`src/rtl/core/rstt_pkg.sv`:
```
// ----------------------------------------------------------------------------
// rstt_pkg
// Shared types and codes of the retransmission tracker.
// ----------------------------------------------------------------------------
package rstt_pkg;

   localparam int SEQ_W    = 32;
   localparam int STAMP_W  = 32;
   localparam int HANDLE_W = 8;
   localparam int CMD_W    = 3;
   localparam int STATUS_W = 4;
   localparam int TMO_W    = 16;
   localparam int CSR_IDX_W = 1;

   localparam int DEF_TABLE_DEPTH = 16;
   localparam int DEF_MAX_RESENDS = 8;

   localparam logic [CMD_W-1:0] CMD_SEND  = 3'd0;
   localparam logic [CMD_W-1:0] CMD_QUEUE = 3'd1;
   localparam logic [CMD_W-1:0] CMD_ACK   = 3'd2;
   localparam logic [CMD_W-1:0] CMD_TICK  = 3'd3;
   localparam logic [CMD_W-1:0] CMD_CLEAR = 3'd4;

   localparam logic [STATUS_W-1:0] ST_SENT_NEW  = 4'd0;
   localparam logic [STATUS_W-1:0] ST_QUEUED    = 4'd1;
   localparam logic [STATUS_W-1:0] ST_SENT_UNRE = 4'd2;
   localparam logic [STATUS_W-1:0] ST_FULL      = 4'd3;
   localparam logic [STATUS_W-1:0] ST_RESEND    = 4'd4;
   localparam logic [STATUS_W-1:0] ST_ACK_HIT   = 4'd5;
   localparam logic [STATUS_W-1:0] ST_ACK_MISS  = 4'd6;
   localparam logic [STATUS_W-1:0] ST_TICK_DONE = 4'd7;
   localparam logic [STATUS_W-1:0] ST_CLEARED   = 4'd8;

   localparam logic [CSR_IDX_W-1:0] REG_RELIABLE_ENABLE = 1'd0;
   localparam logic [CSR_IDX_W-1:0] REG_RESEND_TIMEOUT  = 1'd1;

   typedef struct packed {
      logic [SEQ_W-1:0]    seq;
      logic [STAMP_W-1:0]  stamp;
      logic [STAMP_W-1:0]  first;
      logic [HANDLE_W-1:0] handle;
   } entry_type;

endpackage

```
`src/rtl/core/rstt_cell.sv`:
```
// ----------------------------------------------------------------------------
// rstt_cell
// One table entry; loads a new item, takes its upper neighbour or restamps.
// ----------------------------------------------------------------------------
module rstt_cell (
   input  logic                             clock,
   input  logic                             load_en,
   input  logic                             shift_en,
   input  logic                             restamp_en,
   input  rstt_pkg::entry_type              load_data,
   input  rstt_pkg::entry_type              next_data,
   input  logic [rstt_pkg::STAMP_W-1:0]     now_ms,
   output rstt_pkg::entry_type              entry_q
);
   import rstt_pkg::*;

   entry_type entry_ff, entry_in;

   always_comb begin
      entry_in = entry_ff;
      if (load_en) begin
         entry_in = load_data;
      end else if (shift_en) begin
         entry_in = next_data;
      end else if (restamp_en) begin
         entry_in.stamp = now_ms;
      end
   end

   always_ff @(posedge clock) begin
      entry_ff <= entry_in;
   end

   assign entry_q = entry_ff;

endmodule

```
`src/rtl/core/reliable_send_retransmit_tracker.sv`:
```
// ----------------------------------------------------------------------------
// reliable_send_retransmit_tracker
// Sender-side retransmission table built as a row of entry cells.
// ----------------------------------------------------------------------------
// Commands enter on req_* when start is high and busy is low. Results leave on
// rsp_* for one cycle each, marked by rsp_valid; rsp_last flags the final one.
// Entries sit in cells 0..count-1 in insertion order, oldest in cell 0.
// Send, queue and clear put their result out in the cycle after acceptance and
// never raise busy, so they can follow one per cycle.
// An ack scans one cell per cycle from the oldest and answers on a hit or after
// the newest cell, or with no scan when the table is empty; on a hit the cells
// at and above the hole take their upper neighbour in the same cycle, closing
// the gap.
// A tick visits one cell per cycle from the oldest, giving at most one resend per
// cycle, each registered from the cell it visits, then tick done after the newest
// cell, or with no scan when the table is empty; busy clears with tick done.
// Acks and ticks read the table through a single cell port at the scan pointer.
// Commands 5 to 7 are dropped without a result.
// Reset empties the table, zeroes the sequence counter, sets reliable mode
// and a 200 ms timeout. The receiver cannot stall results.
// ----------------------------------------------------------------------------
module reliable_send_retransmit_tracker #(
   parameter int TABLE_DEPTH = rstt_pkg::DEF_TABLE_DEPTH,
   parameter int MAX_RESENDS = rstt_pkg::DEF_MAX_RESENDS,
   parameter int CNT_W       = $clog2(TABLE_DEPTH) + 1
) (
   input  logic                              clock,
   input  logic                              reset,
   input  logic                              start,
   output logic                              busy,
   input  logic [rstt_pkg::CMD_W-1:0]        req_command,
   input  logic [rstt_pkg::HANDLE_W-1:0]     req_payload_handle,
   input  logic [rstt_pkg::SEQ_W-1:0]        req_ack_seq,
   input  logic [rstt_pkg::STAMP_W-1:0]      req_now_ms,
   output logic                              rsp_valid,
   output logic [rstt_pkg::STATUS_W-1:0]     rsp_status,
   output logic [rstt_pkg::SEQ_W-1:0]        rsp_seq_out,
   output logic [rstt_pkg::HANDLE_W-1:0]     rsp_handle_out,
   output logic [rstt_pkg::STAMP_W-1:0]      rsp_oldest_age,
   output logic [CNT_W-1:0]                  rsp_pending_count,
   output logic                              rsp_last,
   input  logic                              csr_write_enable,
   input  logic [rstt_pkg::CSR_IDX_W-1:0]    csr_index,
   input  logic [rstt_pkg::TMO_W-1:0]        csr_write_data
);
   import rstt_pkg::*;

   localparam int PTR_W = $clog2(TABLE_DEPTH);
   localparam int RES_W = $clog2(MAX_RESENDS + 1);
   localparam logic [CNT_W-1:0] FULL_CNT = CNT_W'(TABLE_DEPTH);
   localparam logic [RES_W-1:0] MAX_RES  = RES_W'(MAX_RESENDS);

   typedef enum logic [1:0] {IDLE, ACK_SCAN, TICK_SCAN, TICK_DONE} state_type;

   state_type               state_ff, state_in;
   logic [CNT_W-1:0]        count_ff, count_in;
   logic [PTR_W-1:0]        ptr_ff, ptr_in;
   logic [SEQ_W-1:0]        last_seq_ff, last_seq_in;
   logic [SEQ_W-1:0]        ack_ff, ack_in;
   logic [STAMP_W-1:0]      now_ff, now_in;
   logic [STAMP_W-1:0]      oldest_ff, oldest_in;
   logic [RES_W-1:0]        resends_ff, resends_in;
   logic                    rel_ff, rel_in;
   logic [TMO_W-1:0]        tmo_ff, tmo_in;
   logic                    valid_ff, valid_in;
   logic [STATUS_W-1:0]     status_ff, status_in;
   logic [SEQ_W-1:0]        seq_ff, seq_in;
   logic [HANDLE_W-1:0]     handle_ff, handle_in;
   logic [STAMP_W-1:0]      age_ff, age_in;
   logic [CNT_W-1:0]        pend_ff, pend_in;
   logic                    last_ff, last_in;

   entry_type               cell_q [TABLE_DEPTH];
   entry_type               new_entry;
   entry_type               cur;
   logic [TABLE_DEPTH-1:0]  load_en, shift_en, restamp_en;
   logic                    accept, send_ok, ack_hit, do_resend, at_end;
   logic [STAMP_W-1:0]      cur_age, cur_first_age;

   assign accept = start && (state_ff == IDLE);
   assign busy   = (state_ff != IDLE);
   assign cur    = cell_q[ptr_ff];
   assign at_end = ({1'b0, ptr_ff} + CNT_W'(1)) == count_ff;
   assign cur_age       = now_ff - cur.stamp;
   assign cur_first_age = now_ff - cur.first;

   assign send_ok = accept && rel_ff && (count_ff != FULL_CNT)
                    && (req_command == CMD_SEND || req_command == CMD_QUEUE);
   assign ack_hit = (state_ff == ACK_SCAN) && (cur.seq == ack_ff);
   assign do_resend = (state_ff == TICK_SCAN) && (resends_ff != MAX_RES)
                      && (cur_age > {{(STAMP_W-TMO_W){1'b0}}, tmo_ff});

   always_comb begin
      new_entry.seq    = last_seq_ff + SEQ_W'(1);
      new_entry.stamp  = req_now_ms;
      new_entry.first  = req_now_ms;
      new_entry.handle = req_payload_handle;
   end

   always_comb begin
      for (int i = 0; i < TABLE_DEPTH; i++) begin
         load_en[i]    = send_ok && (count_ff[PTR_W-1:0] == PTR_W'(i));
         // cells at and above the hole take their upper neighbour
         shift_en[i]   = ack_hit && (PTR_W'(i) >= ptr_ff);
         restamp_en[i] = do_resend && (ptr_ff == PTR_W'(i));
      end
   end

   for (genvar g = 0; g < TABLE_DEPTH; g++) begin : g_cell
      entry_type nb;
      if (g == TABLE_DEPTH - 1) begin : g_top
         assign nb = cell_q[g];
      end else begin : g_mid
         assign nb = cell_q[g+1];
      end
      rstt_cell u_cell (
         .clock      (clock),
         .load_en    (load_en[g]),
         .shift_en   (shift_en[g]),
         .restamp_en (restamp_en[g]),
         .load_data  (new_entry),
         .next_data  (nb),
         .now_ms     (now_ff),
         .entry_q    (cell_q[g])
      );
   end

   always_comb begin
      state_in    = state_ff;
      count_in    = count_ff;
      ptr_in      = ptr_ff;
      last_seq_in = last_seq_ff;
      ack_in      = ack_ff;
      now_in      = now_ff;
      oldest_in   = oldest_ff;
      resends_in  = resends_ff;
      rel_in      = rel_ff;
      tmo_in      = tmo_ff;
      valid_in    = 1'b0;
      status_in   = status_ff;
      seq_in      = seq_ff;
      handle_in   = handle_ff;
      age_in      = '0;
      pend_in     = pend_ff;
      last_in     = 1'b1;

      if (csr_write_enable) begin
         case (csr_index)
            REG_RELIABLE_ENABLE: rel_in = csr_write_data[0];
            REG_RESEND_TIMEOUT:  tmo_in = csr_write_data;
            default: ;
         endcase
      end

      case (state_ff)
         IDLE: begin
            if (accept) begin
               case (req_command)
                  CMD_SEND, CMD_QUEUE: begin
                     valid_in  = 1'b1;
                     handle_in = req_payload_handle;
                     seq_in    = '0;
                     pend_in   = count_ff;
                     if (!rel_ff) begin
                        status_in = ST_SENT_UNRE;
                     end else if (count_ff == FULL_CNT) begin
                        status_in = ST_FULL;
                     end else begin
                        status_in   = (req_command == CMD_SEND) ? ST_SENT_NEW : ST_QUEUED;
                        seq_in      = new_entry.seq;
                        last_seq_in = new_entry.seq;
                        count_in    = count_ff + CNT_W'(1);
                        pend_in     = count_ff + CNT_W'(1);
                     end
                  end
                  CMD_ACK: begin
                     ack_in = req_ack_seq;
                     ptr_in = '0;
                     if (count_ff == '0) begin
                        valid_in  = 1'b1;
                        status_in = ST_ACK_MISS;
                        seq_in    = req_ack_seq;
                        handle_in = '0;
                        pend_in   = '0;
                     end else begin
                        state_in = ACK_SCAN;
                     end
                  end
                  CMD_TICK: begin
                     now_in     = req_now_ms;
                     ptr_in     = '0;
                     oldest_in  = '0;
                     resends_in = '0;
                     if (count_ff == '0) begin
                        valid_in  = 1'b1;
                        status_in = ST_TICK_DONE;
                        seq_in    = '0;
                        handle_in = '0;
                        pend_in   = '0;
                     end else begin
                        state_in = TICK_SCAN;
                     end
                  end
                  CMD_CLEAR: begin
                     count_in  = '0;
                     valid_in  = 1'b1;
                     status_in = ST_CLEARED;
                     seq_in    = '0;
                     handle_in = '0;
                     pend_in   = '0;
                  end
                  default: ;
               endcase
            end
         end
         ACK_SCAN: begin
            if (ack_hit) begin
               valid_in  = 1'b1;
               status_in = ST_ACK_HIT;
               seq_in    = ack_ff;
               handle_in = cur.handle;
               count_in  = count_ff - CNT_W'(1);
               pend_in   = count_ff - CNT_W'(1);
               state_in  = IDLE;
            end else if (at_end) begin
               valid_in  = 1'b1;
               status_in = ST_ACK_MISS;
               seq_in    = ack_ff;
               handle_in = '0;
               pend_in   = count_ff;
               state_in  = IDLE;
            end else begin
               ptr_in = ptr_ff + PTR_W'(1);
            end
         end
         TICK_SCAN: begin
            if (cur_first_age > oldest_ff) begin
               oldest_in = cur_first_age;
            end
            if (do_resend) begin
               valid_in   = 1'b1;
               last_in    = 1'b0;
               status_in  = ST_RESEND;
               seq_in     = cur.seq;
               handle_in  = cur.handle;
               pend_in    = count_ff;
               resends_in = resends_ff + RES_W'(1);
            end
            if (at_end) begin
               state_in = TICK_DONE;
            end else begin
               ptr_in = ptr_ff + PTR_W'(1);
            end
         end
         TICK_DONE: begin
            valid_in  = 1'b1;
            status_in = ST_TICK_DONE;
            seq_in    = '0;
            handle_in = '0;
            age_in    = oldest_ff;
            pend_in   = count_ff;
            state_in  = IDLE;
         end
         default: state_in = IDLE;
      endcase
   end

   always_ff @(posedge clock) begin
      if (reset) begin
         state_ff    <= IDLE;
         count_ff    <= '0;
         last_seq_ff <= '0;
         rel_ff      <= 1'b1;
         tmo_ff      <= TMO_W'(200);
         valid_ff    <= 1'b0;
         resends_ff  <= '0;
      end else begin
         state_ff    <= state_in;
         count_ff    <= count_in;
         last_seq_ff <= last_seq_in;
         rel_ff      <= rel_in;
         tmo_ff      <= tmo_in;
         valid_ff    <= valid_in;
         resends_ff  <= resends_in;
      end
      ptr_ff     <= ptr_in;
      ack_ff     <= ack_in;
      now_ff     <= now_in;
      oldest_ff  <= oldest_in;
      status_ff  <= status_in;
      seq_ff     <= seq_in;
      handle_ff  <= handle_in;
      age_ff     <= age_in;
      pend_ff    <= pend_in;
      last_ff    <= last_in;
   end

   assign rsp_valid         = valid_ff;
   assign rsp_status        = status_ff;
   assign rsp_seq_out       = seq_ff;
   assign rsp_handle_out    = handle_ff;
   assign rsp_oldest_age    = age_ff;
   assign rsp_pending_count = pend_ff;
   assign rsp_last          = last_ff;

   a_count_bound: assert property (@(posedge clock) disable iff (reset)
      count_ff <= FULL_CNT) else $error("entry count beyond table depth");

   a_last_frees: assert property (@(posedge clock) disable iff (reset)
      valid_ff && last_ff |-> !busy) else $error("busy after final result");

   a_resend_not_last: assert property (@(posedge clock) disable iff (reset)
      valid_ff && status_ff == ST_RESEND |-> !last_ff)
      else $error("resend marked final");

   a_resend_limit: assert property (@(posedge clock) disable iff (reset)
      resends_ff <= MAX_RES) else $error("resend limit exceeded");

   a_hit_shrinks: assert property (@(posedge clock) disable iff (reset)
      ack_hit |=> count_ff == $past(count_ff) - CNT_W'(1))
      else $error("ack hit did not free an entry");

endmodule

```
`config.mk`:
```
export PLATFORM = sky130hd
export DESIGN_NAME = reliable_send_retransmit_tracker
export DESIGN_NICKNAME = d
export VERILOG_FILES = /design/src/rtl/core/rstt_pkg.sv /design/src/rtl/core/rstt_cell.sv /design/src/rtl/core/reliable_send_retransmit_tracker.sv
export SDC_FILE = /design/constraint.sdc
export NUM_CORES = 2
export LEC_CHECK = 0
export BUFFER_PORTS_ARGS = -buffer_cell sky130_fd_sc_hd__buf_2
export CELL_PAD_IN_SITES_DETAIL_PLACEMENT = 1
export CELL_PAD_IN_SITES_GLOBAL_PLACEMENT = 1
export CORE_UTILIZATION = 45
export DETAILED_ROUTE_END_ITERATION = 12
export PLACE_DENSITY = 0.72
export SYNTH_ARGS = -nofsm -noshare
export SYNTH_HDL_FRONTEND = slang
export SYNTH_SLANG_ARGS = --single-unit
```
`constraint.sdc`:
```
create_clock -name clock -period 28.5 [get_ports clock]
set_clock_uncertainty 0.05 [all_clocks]
set_input_delay 1.425 -clock clock [delete_from_list [all_inputs] [get_ports clock]]
set_output_delay 1.425 -clock clock [all_outputs]
set_load 0.02 [all_outputs]
```
# Word level (Yosys, flattened, before mapping)
# Cells that the tools add are included.
op_classes:
  muxes: 151
  bitwise: 3
  n_reduce_logical: 112
  eq_ne: 61
  magnitude_cmp: 19
  addsub: 8
op_table:
  columns: ["cell", "n"]
  rows:
  - ["two-way mux 32 bit", 58]
  - ["two-way mux 104 bit", 17]
  - ["two-way mux 40 bit", 15]
  - ["binary-select mux 104 bit (select 4 bit)", 1]
  - ["one-hot mux 32 bit (4 select lines)", 2]
  - ["two-way mux 72 bit", 1]
  - ["equality test 4 bit, second input constant", 16]
  - ["one-hot mux 32 bit (2 select lines)", 1]
  - ["subtractor 32 bit", 2]
  - ["logical AND 1 bit", 55]
  - ["two-way mux 4 bit", 13]
  - ["nonzero test 3 bit", 16]
  - ["two-way mux 5 bit", 9]
  - ["two-way mux 8 bit", 5]
  - ["nonzero test 2 bit", 19]
  - ["adder 32 x 1 -> 32 bit, second input constant", 1]
  - ["equality test 32 bit", 1]
  - ["equality test 4 x 3 -> 1 bit, second input constant", 8]
  - ["greater-or-equal comparator 4 bit, first input constant", 8]
  - ["> comparator 32 x 16 -> 1 bit", 1]
  - ["> comparator 32 bit", 1]
  - ["one-hot mux 4 bit (4 select lines)", 2]
  - ["one-hot mux 8 bit (4 select lines)", 1]
  - ["one-hot mux 8 bit (3 select lines)", 1]
  - ["51 further kinds", 100]
totals:
  reg_bits: 1907
  output_inout_bits: 84
  elab_cells: 435

# Longest topological paths before layout
logic_depth:
  ltp_word: 11
  ltp_mapped: 38

# Hierarchy
# From an unflattened synthesis, not the netlist that was laid out.
unflattened:
  hier_cells: 7660
  area_unflattened_um2: 104666.6
modules_own_cells:
  columns: ["module", "area_per_inst_um2", "cells_each", "n_inst"]
  rows:
  - ["rstt_cell", 4713.3, 293, 16]
  - ["reliable_send_retransmit_tracker", 29254.3, 2972, 1]

# Least setup slack after synthesis
# Ideal clock, no wire load.
synth_timing:
  path_type: "reg2reg"
  startpoint: "register ptr_ff[1]"
  endpoint: "register g_cell[12].u_cell.entry_ff (netlist bit g_cell[12].u_cell.entry_q[40]), enable pin"
  n_path_buf: 6
  path_slack_ns: 18.383
  arrival_ns: 9.639
  required_ns: 28.022
  stages_incl_launch_ff: 16
  cell_sequence: "edfxtp_1 -> clkbuf_1 -> buf_2 -> clkbuf_1 -> buf_1 -> mux4_2 -> mux2i_1 -> o22ai_1 -> xor2_1 -> nor4_1 -> nand4_1 -> or3_1 -> buf_2 -> buf_6 -> o21ai_0 -> o21bai_1"
synth_via:
  elab_chain_len: 9
  elab_cells_between_ends: 14
synth_rtl:
  columns: ["element", "line", "rtl"]
  rows:
  - ["start, declared", "reliable_send_retransmit_tracker.sv:57", "logic [PTR_W-1:0] ptr_ff, ptr_in;"]
  - ["start signal, assigned", "reliable_send_retransmit_tracker.sv:286", "ptr_ff <= ptr_in;"]
  - ["NOT 4 -> 5 bit (implied by the code)", "reliable_send_retransmit_tracker.sv:82", "assign cur = cell_q[ptr_ff];"]
  - ["binary-select mux 104 bit (select 4 bit)", "reliable_send_retransmit_tracker.sv:82", null]
  - ["two-way mux 104 bit (implied by the code) (2 in series)", "reliable_send_retransmit_tracker.sv:82", null]
  - ["subtractor 32 bit", "reliable_send_retransmit_tracker.sv:84", "assign cur_age = now_ff - cur.stamp;"]
  - ["> comparator 32 x 16 -> 1 bit", "reliable_send_retransmit_tracker.sv:91", "&& (cur_age > {{(STAMP_W-TMO_W){1'b0}}, tmo_ff});"]
  - ["logical AND 1 bit", "reliable_send_retransmit_tracker.sv:91", null]
  - ["logical AND 1 bit", "reliable_send_retransmit_tracker.sv:105", "restamp_en[i] = do_resend && (ptr_ff == PTR_W'(i));"]
  - ["nonzero test 3 bit (no line) *", null, null]
  - ["end signal, assigned", "rstt_cell.sv:31", "entry_ff <= entry_in;"]
  - ["end, declared", "rstt_cell.sv:17", "entry_type entry_ff, entry_in;"]
# Every way passes the cells marked *; elsewhere a longest branch is shown, timed or not. The select of a mux whose other input is x is not followed.
# A chain may end at the register's enable or synchronous reset.

# Final worst setup path
layout_timing:
  startpoint: "register ptr_ff[1]"
  endpoint: "register g_cell[13].u_cell.entry_ff (netlist bit g_cell[13].u_cell.entry_q[63]), enable pin"
layout_via:
  elab_chain_len: 9
  elab_cells_between_ends: 14
layout_rtl:
  columns: ["element", "line"]
  rows:
  - ["NOT 4 -> 5 bit (implied by the code)", "reliable_send_retransmit_tracker.sv:82"]
  - ["binary-select mux 104 bit (select 4 bit)", "reliable_send_retransmit_tracker.sv:82"]
  - ["two-way mux 104 bit (implied by the code) (2 in series)", "reliable_send_retransmit_tracker.sv:82"]
  - ["subtractor 32 bit", "reliable_send_retransmit_tracker.sv:84"]
  - ["> comparator 32 x 16 -> 1 bit", "reliable_send_retransmit_tracker.sv:91"]
  - ["logical AND 1 bit", "reliable_send_retransmit_tracker.sv:91"]
  - ["logical AND 1 bit", "reliable_send_retransmit_tracker.sv:105"]
  - ["nonzero test 3 bit (no line) *", null]
  - ["end signal, assigned", "rstt_cell.sv:31"]
  - ["end, declared", "rstt_cell.sv:17"]
# Marks and branches as above.

==> results.md <==
- Reg-to-Reg Start: ptr_ff[1]$_SDFFCE_PN0P_
- Layout Nets: 8936
- Via count: 79200
- Setup violators final: 0
- Relative slew slack: 0.0817
- Vias/cell: 6.67
- Crit path DAT: 11.71 ns
- CP Launch Type: flip-flop
- Tcrit/Tclk final: 0.395
- # resized after CTS: 0
- Hold path startpoint: tmo_ff[8]$_SDFFE_PP0P_
- Crit end category: flip-flop
- Core ar.: 220000 sq um
- Largest net degree at the start of global routing: 105
- Sum Neg Setup Slack: 0 ns
- Final Wtd Congestion: 0.923
- Least-Margin Pin Slew: 1.38 ns
- Worst-path clk slew: 0.06 ns
- Max cap viols: 0
- Seq/Total Area, Yosys: 0.566
- Commonest non-fill, non-tap cell in the layout: nand2_1
- Most used cell along the critical path: buf_4
- Synthesis Warnings: 0
- Peak supply drop: 63.2 uV
- Die height: 472 um
- Leakage: 42.0 nW
- Site row count: 172
- Buf/Inv on CP: 5
- Initial DRT Pass Iterations: 6
- Critical path's slowest cell: o21bai_4
- Routed WL: 423000 um
- FMAX: 88.9 MHz
- Cell family with most CP delay: compound AO/OA/AOI/OAI gates
- GRT Residual Overflow: 0
- Hold Crit Class: flip-flop to flip-flop
- Hold path endpoint: tmo_ff[8]$_SDFFE_PP0P_
- Vias in the first global route: 80300
- # IOs: 180
- Hold slack: 0.414 ns
- Synth Instances: 8818
- Global routing usage on met1: 0.481
- Global Route met3 Usage: 0.0887
- Clock buffer depth: 3
- Critical Path RT: 28.97 ns
- Final Slew Violations: 0
- H-tree depth: 4
- Syn_nets: 9045
- Hold depth: 2
- DRT antenna net count: 0
- Ys flop type: edfxtp_1
- Cts bufs inserted: 211
- Cell area after synthesis: 99500 sq um
- Initial antenna violation count: 32
- Crit-path max FO: 63
- Share of cells above drive strength 1: 0.132
- Port bufs: 179
- Remaining DRCs: 0
- R2R Path End: g_cell[13].u_cell.entry_q[63]$_DFFE_PP_
- Worst R2R Setup Slack: 17.26 ns
- RSZ-0062 raised after global routing: no
- Most frequent cells in the layout: nand2_1 (2479), edfxtp_1 (1813), o21ai_0 (854)
- Global route hottest layer: met2
- Post-CTS Hold Buffers: 0
- GRT Total Usage: 0.373
- CP max stage delay: 0.96 ns
- Final Hold Fails: 0
- WL/cell: 35.6 um
- CTS sink cnt: 1907
- Initial Utilization: 0.453
- Yosys reg bits: 1907
- CTS tree: done
- Clock root buffer: clkbuf_16
- Area Overhead vs Synth: 10.9%
- DR iter-0 viols: 10600
- Synth unique cells: 75
- Met2 track demand over resource: 0.567
- Placed wire-length estimate: 250000 um
- Worst skew pair latency: 0.92 ns
- Syn avg cell area: 11.3 sq um
- DIE AREA: 223000 sq um
- Ys async rst share: 0
- Post-synth EDFFs: 1813
- Pwr/cell area: 75.8 nW/um^2
- Die Wd: 472 um
- Status: complete, no violations
- Post-CTS Setup Bufs: 0
- First-pass GRT wire length: 593000 um
- Min Tclk post-route: 11.24 ns
- WS Path Type: flip-flop to flip-flop
- FF-to-FF path depth: 28
-- final cells by class --
cell class,instances,area [sq um]
multi-input combinational,6090,40500
inverter,116,442
antenna,23,57.6
clock inverter,106,1070
sequential,1907,56300
tap,2958,3700
clock buffer,282,5690
fill,23000,109000
timing repair buffer,383,2510
-- registers in the layout, summed over array words and instances (netlist names), 5 cells and up --
signal and cells:
oldest_ff 32, rsp_pending_count 5, g_cell.u_cell.entry_q 1664, now_ff 32, last_seq_ff 32, count_ff 5, rsp_seq_out 32, tmo_ff 16
ack_ff 32, rsp_oldest_age 32, rsp_handle_out 8
-- how the worst max path moves through the flow --
stage	start	end	slack [ns]	cells past startpoint
floorplan	ptr_ff[1]$_SDFFCE_PN0P_	g_cell[12].u_cell.entry_q[40]$_DFFE_PP_	18.38	15
global placement	ptr_ff[1]$_SDFFCE_PN0P_	g_cell[13].u_cell.entry_q[64]$_DFFE_PP_	17.32	28
detailed placement	ptr_ff[1]$_SDFFCE_PN0P_	g_cell[13].u_cell.entry_q[64]$_DFFE_PP_	17.21	28
CTS	ptr_ff[1]$_SDFFCE_PN0P_	g_cell[13].u_cell.entry_q[65]$_DFFE_PP_	17.16	28
global route	ptr_ff[0]$_SDFFCE_PN0P_	g_cell[13].u_cell.entry_q[66]$_DFFE_PP_	17.13	23
finish	ptr_ff[1]$_SDFFCE_PN0P_	g_cell[13].u_cell.entry_q[63]$_DFFE_PP_	17.26	28
-- per-stage QoR --
stage                     total power [mW]  setup slack, ns  std cells  utilization  instance area [sq um]
after global placement                5.53            17.32      11500        0.471                 103000
final                                 8.36            17.26      11900        0.502                 110000
after detailed placement              5.58            17.21      11500        0.471                 103000
after floorplan                       4.70            18.38       8818            -                  99500
after CTS                             8.30            17.16      11800        0.502                 110000
after global routing                  8.56            17.13      11900        0.502                 110000
-- power breakdown --
group	total, mW	leakage (nW)	internal [mW]	switching, mW
combinational	2.41	21.6	0.825	1.58
sequential	3.19	17.1	3.15	0.0476
clock	2.76	3.29	1.52	1.23
total	8.36	42.0	5.49	2.86
-- Yosys cell counts, types with 50 or more instances --
cell type / count / area share
edfxtp_1: 1813 / 0.55
a221oi_1: 50 / 0.0044
a21o_1: 69 / 0.0052
mux2i_1: 749 / 0.075
mux2_2: 87 / 0.0099
nor2_1: 129 / 0.0049
o22ai_1: 58 / 0.0036
nand2_1: 2491 / 0.094
a31oi_1: 69 / 0.0043
o21ai_1: 154 / 0.0077
inv_1: 115 / 0.0043
dfxtp_1: 94 / 0.019
nand3_1: 55 / 0.0028
xnor2_1: 76 / 0.0067
buf_1: 52 / 0.0020
xor2_1: 64 / 0.0056
o21ai_0: 858 / 0.043
a21oi_1: 182 / 0.0092
and2_1: 113 / 0.0071
mux4_2: 269 / 0.061
buf_2: 68 / 0.0034
clkbuf_1: 553 / 0.021
o221ai_1: 91 / 0.0080
ha_1: 129 / 0.016
-- kinds of logic (layout without fill, tap and decap cells) --
group	after synthesis	after routing	share of synthesized area
AOI/OAI and AO/OA	1722	1722	0.103
xor gates and xnor gates	140	140	0.0123
adders and majority gates	131	131	0.0166
buffers and inverters	821	887	0.0334
DFF	1907	1907	0.566
muxes	1105	1105	0.146
other	0	23	0
and+or+nand+nor	2992	2992	0.122
-- metal layers --
metal	part of all wire	wire, um
met1	0.37	157000
met4	0.071	30000
met3	0.12	48900
met5	0.00021	90
met2	0.44	187000
-- tightest hold or removal path, stage by stage (launching register included) --
cell and delay [ns]:
dfxtp_1 0.31, nand2_1 0.05, a21oi_1 0.06
Note: power is estimated with default switching activity, not from simulation.
